--- src/positional_list_store_macros.svh ---
`ifndef POSITIONAL_LIST_STORE_MACROS_SVH
`define POSITIONAL_LIST_STORE_MACROS_SVH

// checks sampled on the rising edge, held off during reset
`define PLS_ASSERT(label, prop, msg) \
   label: assert property (@(posedge clock) disable iff (reset) prop) else $error(msg);

// checks sampled on the rising edge, also active during reset
`define PLS_ASSERT_ALWAYS(label, prop, msg) \
   label: assert property (@(posedge clock) prop) else $error(msg);

`endif

--- src/pls_pkg.sv ---
package pls_pkg;

   typedef enum logic [2:0] {
      OP_INSERT  = 3'd0,
      OP_DELETE  = 3'd1,
      OP_READ    = 3'd2,
      OP_REPLACE = 3'd3,
      OP_CLEAR   = 3'd4
   } pls_op_type;

   typedef enum logic [1:0] {
      ST_OK    = 2'd0,
      ST_EMPTY = 2'd1,
      ST_FULL  = 2'd2,
      ST_RANGE = 2'd3
   } pls_status_type;

   localparam int POS_W   = 4;
   localparam int WORD_W  = 64;
   localparam int COUNT_W = 5;
   localparam int CMP_W   = 9;

   typedef struct packed {
      logic [2:0]        op;
      logic [POS_W-1:0]  pos;
      logic [WORD_W-1:0] entry_in;
   } pls_req_type;

   typedef struct packed {
      pls_status_type     status;
      logic [WORD_W-1:0]  entry_out;
      logic [COUNT_W-1:0] count;
   } pls_rsp_type;

   // broadcast to every cell of the chain
   typedef struct packed {
      logic              load_en;
      logic              shift_back;
      logic              shift_fwd;
      logic [POS_W-1:0]  pos;
      logic [WORD_W-1:0] word;
   } pls_cmd_type;

endpackage

--- src/pls_cell.sv ---
module pls_cell #(
   parameter int ENTRY_WIDTH = 64,
   parameter int IDX         = 0
) (
   input  logic                     clock,
   input  pls_pkg::pls_cmd_type     cmd,
   input  logic [ENTRY_WIDTH-1:0]   prev_data,
   input  logic [ENTRY_WIDTH-1:0]   next_data,
   output logic [ENTRY_WIDTH-1:0]   data
);
   import pls_pkg::*;

   localparam logic [CMP_W-1:0] IDX_V = CMP_W'(IDX);

   logic [CMP_W-1:0]       pos_ext;
   logic [ENTRY_WIDTH-1:0] data_ff;
   logic [ENTRY_WIDTH-1:0] data_in;

   assign pos_ext = CMP_W'(cmd.pos);

   always_comb begin
      data_in = data_ff;
      if (cmd.load_en && (IDX_V == pos_ext)) begin
         data_in = ENTRY_WIDTH'(cmd.word);
      end else if (cmd.shift_back && (IDX_V > pos_ext)) begin
         data_in = prev_data;
      end else if (cmd.shift_fwd && (IDX_V >= pos_ext)) begin
         data_in = next_data;
      end
   end

   always_ff @(posedge clock) begin
      data_ff <= data_in;
   end

   assign data = data_ff;

endmodule

--- src/positional_list_store.sv ---
// Positional list store: an ordered list of up to DEPTH entries of ENTRY_WIDTH bits,
// addressed by position from the head. Each request transaction inserts, deletes,
// reads, replaces or clears, and yields exactly one response transaction with a
// status, the read entry (zero unless a read succeeded) and the count held after it.
// The list lives in a chain of DEPTH cells that all shift by one place in the same
// cycle, so every operation, insert and delete included, completes in the cycle it is
// taken: one request per cycle is taken while req_stall is low, and the response appears
// the cycle after. The response sits in a register; while it is stalled, req_stall is high.
module positional_list_store #(
   parameter int DEPTH       = 16,
   parameter int ENTRY_WIDTH = 64
) (
   input  logic                 clock,
   input  logic                 reset,
   input  logic                 req_valid,
   output logic                 req_stall,
   input  pls_pkg::pls_req_type req_data,
   output logic                 rsp_valid,
   input  logic                 rsp_stall,
   output pls_pkg::pls_rsp_type rsp_data
);
   import pls_pkg::*;

`include "positional_list_store_macros.svh"

   localparam int HW = $clog2(DEPTH + 1);
   localparam int IW = $clog2(DEPTH);

   logic                   req_fire;
   logic [CMP_W-1:0]       pos_ext;
   logic [CMP_W-1:0]       held_ext;
   logic [IW-1:0]          rd_idx;
   logic [HW-1:0]          held_ff;
   logic [HW-1:0]          held_in;
   logic                   rsp_valid_ff;
   logic                   rsp_valid_in;
   pls_rsp_type            rsp_ff;
   pls_rsp_type            rsp_in;
   pls_cmd_type            cmd;
   logic [ENTRY_WIDTH-1:0] cell_q [DEPTH];

   assign req_stall = rsp_valid_ff && rsp_stall;
   assign req_fire  = req_valid && !req_stall;
   assign pos_ext   = CMP_W'(req_data.pos);
   assign held_ext  = CMP_W'(held_ff);
   assign rd_idx    = pos_ext[IW-1:0];

   always_comb begin
      held_in          = held_ff;
      rsp_in.status    = ST_OK;
      rsp_in.entry_out = '0;
      cmd.load_en      = 1'b0;
      cmd.shift_back   = 1'b0;
      cmd.shift_fwd    = 1'b0;
      cmd.pos          = req_data.pos;
      cmd.word         = req_data.entry_in;
      unique case (req_data.op) inside
         OP_INSERT: begin
            if (held_ff == HW'(DEPTH)) begin
               rsp_in.status = ST_FULL;
            end else if (pos_ext > held_ext) begin
               rsp_in.status = ST_RANGE;
            end else begin
               cmd.load_en    = req_fire;
               cmd.shift_back = req_fire;
               held_in        = held_ff + 1'b1;
            end
         end
         OP_DELETE, OP_READ, OP_REPLACE: begin
            if (held_ff == '0) begin
               rsp_in.status = ST_EMPTY;
            end else if (pos_ext >= held_ext) begin
               rsp_in.status = ST_RANGE;
            end else if (req_data.op == OP_DELETE) begin
               cmd.shift_fwd = req_fire;
               held_in       = held_ff - 1'b1;
            end else if (req_data.op == OP_READ) begin
               rsp_in.entry_out = WORD_W'(cell_q[rd_idx]);
            end else begin
               cmd.load_en = req_fire;
            end
         end
         OP_CLEAR: begin
            held_in = '0;
         end
         default: begin
         end
      endcase
      rsp_in.count = COUNT_W'(held_in);
   end

   for (genvar gi = 0; gi < DEPTH; gi++) begin : g_cell
      logic [ENTRY_WIDTH-1:0] prev_data;
      logic [ENTRY_WIDTH-1:0] next_data;
      if (gi == 0) begin : g_head
         assign prev_data = '0;
      end else begin : g_mid
         assign prev_data = cell_q[gi-1];
      end
      if (gi == DEPTH - 1) begin : g_tail
         assign next_data = cell_q[gi];
      end else begin : g_body
         assign next_data = cell_q[gi+1];
      end
      pls_cell #(
         .ENTRY_WIDTH (ENTRY_WIDTH),
         .IDX         (gi)
      ) u_cell (
         .clock     (clock),
         .cmd       (cmd),
         .prev_data (prev_data),
         .next_data (next_data),
         .data      (cell_q[gi])
      );
   end

   assign rsp_valid_in = req_fire || (rsp_valid_ff && rsp_stall);

   always_ff @(posedge clock) begin
      if (reset) begin
         held_ff      <= '0;
         rsp_valid_ff <= 1'b0;
      end else begin
         rsp_valid_ff <= rsp_valid_in;
         if (req_fire) begin
            held_ff <= held_in;
         end
      end
   end

   always_ff @(posedge clock) begin
      if (req_fire) begin
         rsp_ff <= rsp_in;
      end
   end

   assign rsp_valid = rsp_valid_ff;
   assign rsp_data  = rsp_ff;

   `PLS_ASSERT_ALWAYS(a_reset_idle, reset |=> !rsp_valid_ff, "response valid after reset")
   `PLS_ASSERT(a_held_bound, held_ff <= HW'(DEPTH), "held count exceeds depth")
   `PLS_ASSERT(a_count_match, rsp_valid_ff |-> rsp_ff.count == COUNT_W'(held_ff),
      "response count differs from held count")
   `PLS_ASSERT(a_fire_to_rsp, req_fire |=> rsp_valid_ff, "accepted request produced no response")
   `PLS_ASSERT(a_full_count, rsp_valid_ff && rsp_ff.status == ST_FULL |-> held_ff == HW'(DEPTH),
      "full status with room left")

endmodule

--- config.mk ---
export PLATFORM = sky130hd
export DESIGN_NAME = positional_list_store
export DESIGN_NICKNAME = d
export VERILOG_FILES = /design/src/pls_pkg.sv /design/src/pls_cell.sv /design/src/positional_list_store.sv
export VERILOG_INCLUDE_DIRS = /design/src /design/src/src
export SDC_FILE = /design/constraint.sdc
export NUM_CORES = 2
export LEC_CHECK = 0
export BUFFER_PORTS_ARGS = -buffer_cell sky130_fd_sc_hd__buf_2
export CAP_MARGIN = 30
export CORE_MARGIN = 3
export CORE_UTILIZATION = 30
export DETAILED_ROUTE_END_ITERATION = 10
export PLACE_DENSITY_LB_ADDON = 0.1
export SYNTH_ARGS = -nofsm -noshare
export SYNTH_HDL_FRONTEND = slang
export SYNTH_SLANG_ARGS = --single-unit
--- constraint.sdc ---
create_clock -name clock -period 19.87 [get_ports clock]
set_input_delay 0.9935 -clock clock [delete_from_list [all_inputs] [get_ports clock]]
set_output_delay 0.9935 -clock clock [all_outputs]
set_load 0.05 [all_outputs]
* Word-level counts from Yosys, hierarchy flattened *
Index checks and enable logic that the tools add are counted.

word-level totals
  flip-flop bits (word level) = 1101
  bits of input ports = 75

cells by class
  add/sub/neg operators = 2
  equal/unequal tests = 20
  $lt $le $gt $ge = 34
  reduce and logical (&&, ||, !) cells = 72
  multiplexer cells = 73
  bitwise operators = 3

operators with widths
  operator                                                           number
  two-way mux 64 bit                                                 49
  binary-select mux 64 bit (select 4 bit)                            1
  logical AND 1 bit                                                  49
  nonzero test 3 bit                                                 15
  equality test 4 bit (first input constant)                         8
  greater-than comparator 4 bit (first input constant)               8
  greater-or-equal comparator 4 bit (first input constant)           7
  two-way mux 5 bit                                                  5
  equality test 3 x 4 -> 1 bit (first input constant)                4
  greater-or-equal comparator 3 x 4 -> 1 bit (first input constant)  4
  greater-than comparator 3 x 4 -> 1 bit (first input constant)      4
  one-hot mux 5 bit (3 select lines)                                 1
  two-way mux 2 bit                                                  6
  zero test 9 bit                                                    1
  two-way mux 1 bit                                                  9
  equality test 2 x 4 -> 1 bit (first input constant)                2
  greater-or-equal comparator 1 x 4 -> 1 bit (first input constant)  2
  greater-or-equal comparator 2 x 4 -> 1 bit (first input constant)  2
  greater-than comparator 1 x 4 -> 1 bit (first input constant)      2
  greater-than comparator 2 x 4 -> 1 bit (first input constant)      2
  equality test 3 x 2 -> 1 bit (second input constant)               2
  adder 5 x 1 -> 5 bit (second input constant)                       1
  equality test 5 bit (second input constant)                        1
  greater-or-equal comparator 4 x 5 -> 1 bit                         1
  other kinds (17)                                                   18

* Logic depth before layout (Yosys ltp) *
  word-level depth = 11
  gate-level depth with buffers = 13
  gate-level depth less buffers = 8

* By module *
From an unflattened synthesis, not the netlist that was laid out.

unflattened totals
  cells, all modules = 4823
  area, all modules = 67344.6 um2

modules (own cells, without submodules)
  module                         area an instance (um2)  cells each  sequential area each (um2)  instances
  positional_list_store          10914.2                 646         2252.2                      1
  pls_cell at g_cell[2].u_cell   4027.6                  212         1921.8                      1
  pls_cell at g_cell[4].u_cell   4022.6                  212         1921.8                      1
  pls_cell at g_cell[10].u_cell  3926.3                  311         1921.8                      1
  pls_cell at g_cell[1].u_cell   3854.9                  382         1921.8                      1
  pls_cell at g_cell[8].u_cell   3827.4                  212         1921.8                      1
  pls_cell at g_cell[11].u_cell  3819.9                  376         1921.8                      1
  pls_cell at g_cell[6].u_cell   3612.2                  378         1921.8                      1
  pls_cell at g_cell[14].u_cell  3608.5                  377         1921.8                      1
  pls_cell at g_cell[15].u_cell  3323.2                  224         1921.8                      1
  pls_cell at g_cell[7].u_cell   3286.9                  228         1921.8                      1
  pls_cell at g_cell[12].u_cell  3280.6                  219         1921.8                      1
  pls_cell at g_cell[5].u_cell   3219.3                  229         1921.8                      1
  pls_cell at g_cell[13].u_cell  3216.8                  226         1921.8                      1
  +3 rows                        --                      --          --                          --

* Worst setup path after synthesis *
OpenSTA, ideal clock, no wires.

  path kind = in2reg
  from = input req_valid
  to = register g_cell[15].u_cell.data_ff[0] (enable)
  library setup time = 0.581 ns
  arrival time = 8.130 ns
  data required time = 19.289 ns
  cell stages on the path = 5
  buffers on the path = 0
  setup slack = 11.159 ns
  cell sequence = a21bo_2 > inv_1 > nand2_1 > or4_4 > o31ai_1

between the ends
  cells in the longest elaborated chain, start to end = 8

RTL lines
  element                                  line                         source
  start, declared                          positional_list_store.sv:15  input logic req_valid,
  logical AND 1 bit (*)                    positional_list_store.sv:43  assign req_fire = req_valid && !req_stall;
  two-way mux 1 bit                        positional_list_store.sv:77  end else if (req_data.op == OP_READ) begin
  two-way mux 1 bit                        positional_list_store.sv:74  end else if (req_data.op == OP_DELETE) begin
  two-way mux 1 bit                        positional_list_store.sv:72  end else if (pos_ext >= held_ext) begin
  two-way mux 1 bit                        positional_list_store.sv:70  if (held_ff == '0) begin
  one-hot mux 1 bit (2 select lines)       positional_list_store.sv:57  unique case (req_data.op) inside
  logical AND 1 bit                        pls_cell.sv:23               if (cmd.load_en && (IDX_V == pos_ext)) begin
  nonzero test 2 bit (no source line) (*)  --
  end signal, assigned                     pls_cell.sv:33               data_ff <= data_in;
  end, declared                            pls_cell.sv:16               logic [ENTRY_WIDTH-1:0] data_ff;

Mark *: on every way between the ends. The rest lies on a longest branch, timed or not.
A chain may end at the register's enable or synchronous reset.

* Final worst setup path *
  from = input req_data[64] (netlist bit)
  to = register g_cell[9].u_cell.data_ff[37] (enable)

between the ends
  cells in the longest elaborated chain, start to end = 6

RTL lines
  element                                                                                               line                                                      source
  start, declared                                                                                       positional_list_store.sv:17                               input pls_pkg::pls_req_type req_data,
  greater-or-equal comparator 4 x 5 -> 1 bit or greater-than comparator 4 x 5 -> 1 bit (tied branches)  positional_list_store.sv:72, positional_list_store.sv:61
  two-way mux 1 bit or two-way mux 2 bit (tied branches)                                                positional_list_store.sv:72, positional_list_store.sv:61
  two-way mux 1 bit or two-way mux 2 bit (tied branches)                                                positional_list_store.sv:70, positional_list_store.sv:59
  one-hot mux 1 bit (2 select lines) or two-way mux 1 bit (tied branches)                               positional_list_store.sv:57
  logical AND 1 bit, on equally long branches                                                           pls_cell.sv:23, pls_cell.sv:25, pls_cell.sv:27
  nonzero test 3 bit (no source line) (*)                                                               --
  end signal, assigned                                                                                  pls_cell.sv:33
  end, declared                                                                                         pls_cell.sv:16

Marked as above.

==> results.yml <==
logic_synthesis:
  synth.ff_latch_count: 1101
  synthesis.area_per_instance_sq_um: 14.7
  synth.cell_area_sq_mm: 0.0652
  synth-seq-area-share: 0.506
  synthesis.nets: 4527
  synth.yosys.warnings: 0
  post-synth-top-area-cell: "sky130_fd_sc_hd__edfxtp_1"
  ys_types: 65
  synth_top_flop_cell: "sky130_fd_sc_hd__edfxtp_1"
  cell_types_with_the_largest_area_share_after_synthesis: "sky130_fd_sc_hd__edfxtp_1 50%, sky130_fd_sc_hd__mux2_2 22%, sky130_fd_sc_hd__mux4_2 7.1%"
  synth_top_area_share: 0.504
  syn_inst: 4446
  synth-edff-count: 1095
  asyncSetResetFlopFracSynth: 0
global_route:
  globalRouteOverflowTotal: 0
  first_global_vias: 42900
  antenna_violations_before_repair: 36
  largest_net_degree_at_the_start_of_global_routing: 96
  grt_use_total: 0.218
  grt_pass1_wl_mm: 349
timing:
  max_slew_margin: 0.275
  worst-slew-pin-transition_ps: 1090
  post-route-period-util: 0.331
  finalMaxSlewViolations: 0
  postLayoutSetupSlackWorst_ps: 13300
  hold_ws_ps: 411
  skew_ps: 33.5
  hold_viol: 0
  timing.final.crit_period_ps: 6570
  totalNegativeSetupSlack_ps: 0
  timing.final.setup_violations: 0
  rsz0062_at_grt: "false"
  achievable-frequency_ghz: 0.152
floorplan:
  dieArea_sq_mm: 0.223
  rows: 170
  initial_core_util: 0.303
  die_x_um: 472
  die_height_um: 472
  ioPinCount: 148
  coreArea_sq_mm: 0.215
run:
  maxCapViolations: 0
clocking:
  clock_sink_count: 1101
  post-cts-setup-buffers: 0
  post_cts_hold_buffers: 0
  ctsLongestPathBuffers: 3
  clk_root_buf: "sky130_fd_sc_hd__clkbuf_16"
  worst_skew_pair.late_latency_ps: 800
  cts_resized: 0
  numCtsBuffers: 144
  h_tree_depth: 4
  clk_transition_reported_paths_ps: 50
  cts_tree: "yes"
drt:
  route.final.wire_length_mm: 248
  routed_wire_length_per_instance_um: 33.7
  vias_per_cell: 5.64
  drt_iter0_markers: 3253
  drt_first_pass_iters: 5
  drt.antenna.violating_nets: 0
  route.vias.total: 41500
  drc: 0
placed_design:
  io_buffers: 147
  detailedPlacementHpwl_mm: 148
  dp.cells: 7092
  detailedPlace.worstSlack_ps: 12400
  placement.cell_area_sq_mm: 0.0689
  place_congestion: 0.767
setup_path:
  timing.critical_path.to_type: "flop"
  crit_path_max_fanout: 56
  path_class: "input port to flop"
  worst-endpoint-required_ps: 20270
  cp.arrival_ps: 6970
  worst_setup_path_start_kind: "input port"
  regToRegSetupSlack_ps: 13460
layout:
  finalNetCount: 4482
  commonest_cells_after_routing_fill_and_taps_aside: "1249 x sky130_fd_sc_hd__mux2_2, 1095 x sky130_fd_sc_hd__edfxtp_1, 332 x sky130_fd_sc_hd__mux2i_1"
  layout.cells.most_common: "sky130_fd_sc_hd__mux2_2"
  layout.core_utilization: 0.341
  layout.cell_area.non_filler_sq_mm: 0.0734
  area.growth.synth_to_final_pct: 12.5
  final_layout_size_suffix_gt1_frac: 0.477
  final_cells: 7362
outcome:
  status: "completed"
power:
  pwrdens_mw_per_mm2: 74.5
  p_leak_nw: 24.1
  power_mw: 5.47
  largest_vdd_supply_drop_mv: 0.0920
worst_hold_path:
  worstHoldPathType: "input port to flop"
==> Yosys cell counts (all sizes together) (33+ instances only) <==
cell type / count
mux2i: 332
nand2: 62
nor2b: 33
nand3: 276
a31oi: 41
buf: 230
edfxtp: 1095
o22ai: 40
mux2: 1446
mux4: 206
a221oi: 38
clkbuf: 207
o21ai: 269
a22oi: 39
==> flip-flops by register name (all words and copies together) (netlist names) <==
signal              count
g_cell.u_cell.data   1024
rsp_data               71
held_ff                 5
rsp_valid               1
==> worst paths after layout <==
check,from,to,cells past startpoint
max,req_data[64],g_cell[9].u_cell.data[37],10
min,req_valid,rsp_valid,2
max reg2reg,held_ff[2],g_cell[9].u_cell.data[37],10
min reg2reg,held_ff[1],held_ff[1],2
==> logic make-up after synthesis <==
logic type,Yosys count,synth area share
AOI/OAI and AO/OA,467,0.0427
buffers and inverters,446,0.0327
xor gates and xnor gates,1,0.000134
adders and majority gates,6,0.00115
DFF,1101,0.506
and+or+nand+nor,441,0.0347
muxes,1984,0.383
==> area by class of cell <==
class,count,area (sq um)
fillers,20800,142000
flip-flops and latches,1101,33000
multi-input cells,2899,30500
clock buffers,183,3830
well taps,2838,3550
repair buffers,246,1770
clock inverters,71,613
inverters,9,38.8
diodes,15,37.5
==> routing by layer <==
metal | track usage | up-vias | part of all wire
li1 | - | 17700 | -
met1 | 0.299 | 22100 | 0.45
met2 | 0.354 | 1349 | 0.47
met3 | 0.0299 | 380 | 0.050
met4 | 0.0726 | 4 | 0.033
met5 | 0 | - | 0.00012
==> power by group <==
group	internal [mW]	total, mW	leakage (nW)	switching (mW)
sequential	2.55	2.56	9.99	0.0139
clock	1.47	2.56	2.17	1.10
combinational	0.118	0.342	12.0	0.224
total	4.14	5.47	24.1	1.33
==> worst max-delay path, cell delays in order <==
cell and delay, ps:
sky130_fd_sc_hd__buf_8 480, sky130_fd_sc_hd__inv_1 210, sky130_fd_sc_hd__ha_1 360, sky130_fd_sc_hd__and4_1 260, sky130_fd_sc_hd__or4_4 610, sky130_fd_sc_hd__o22ai_4 620, sky130_fd_sc_hd__buf_4 800, sky130_fd_sc_hd__nand3_4 850
sky130_fd_sc_hd__nand2_4 900, sky130_fd_sc_hd__buf_4 760
(Power assumes the default switching activity.)
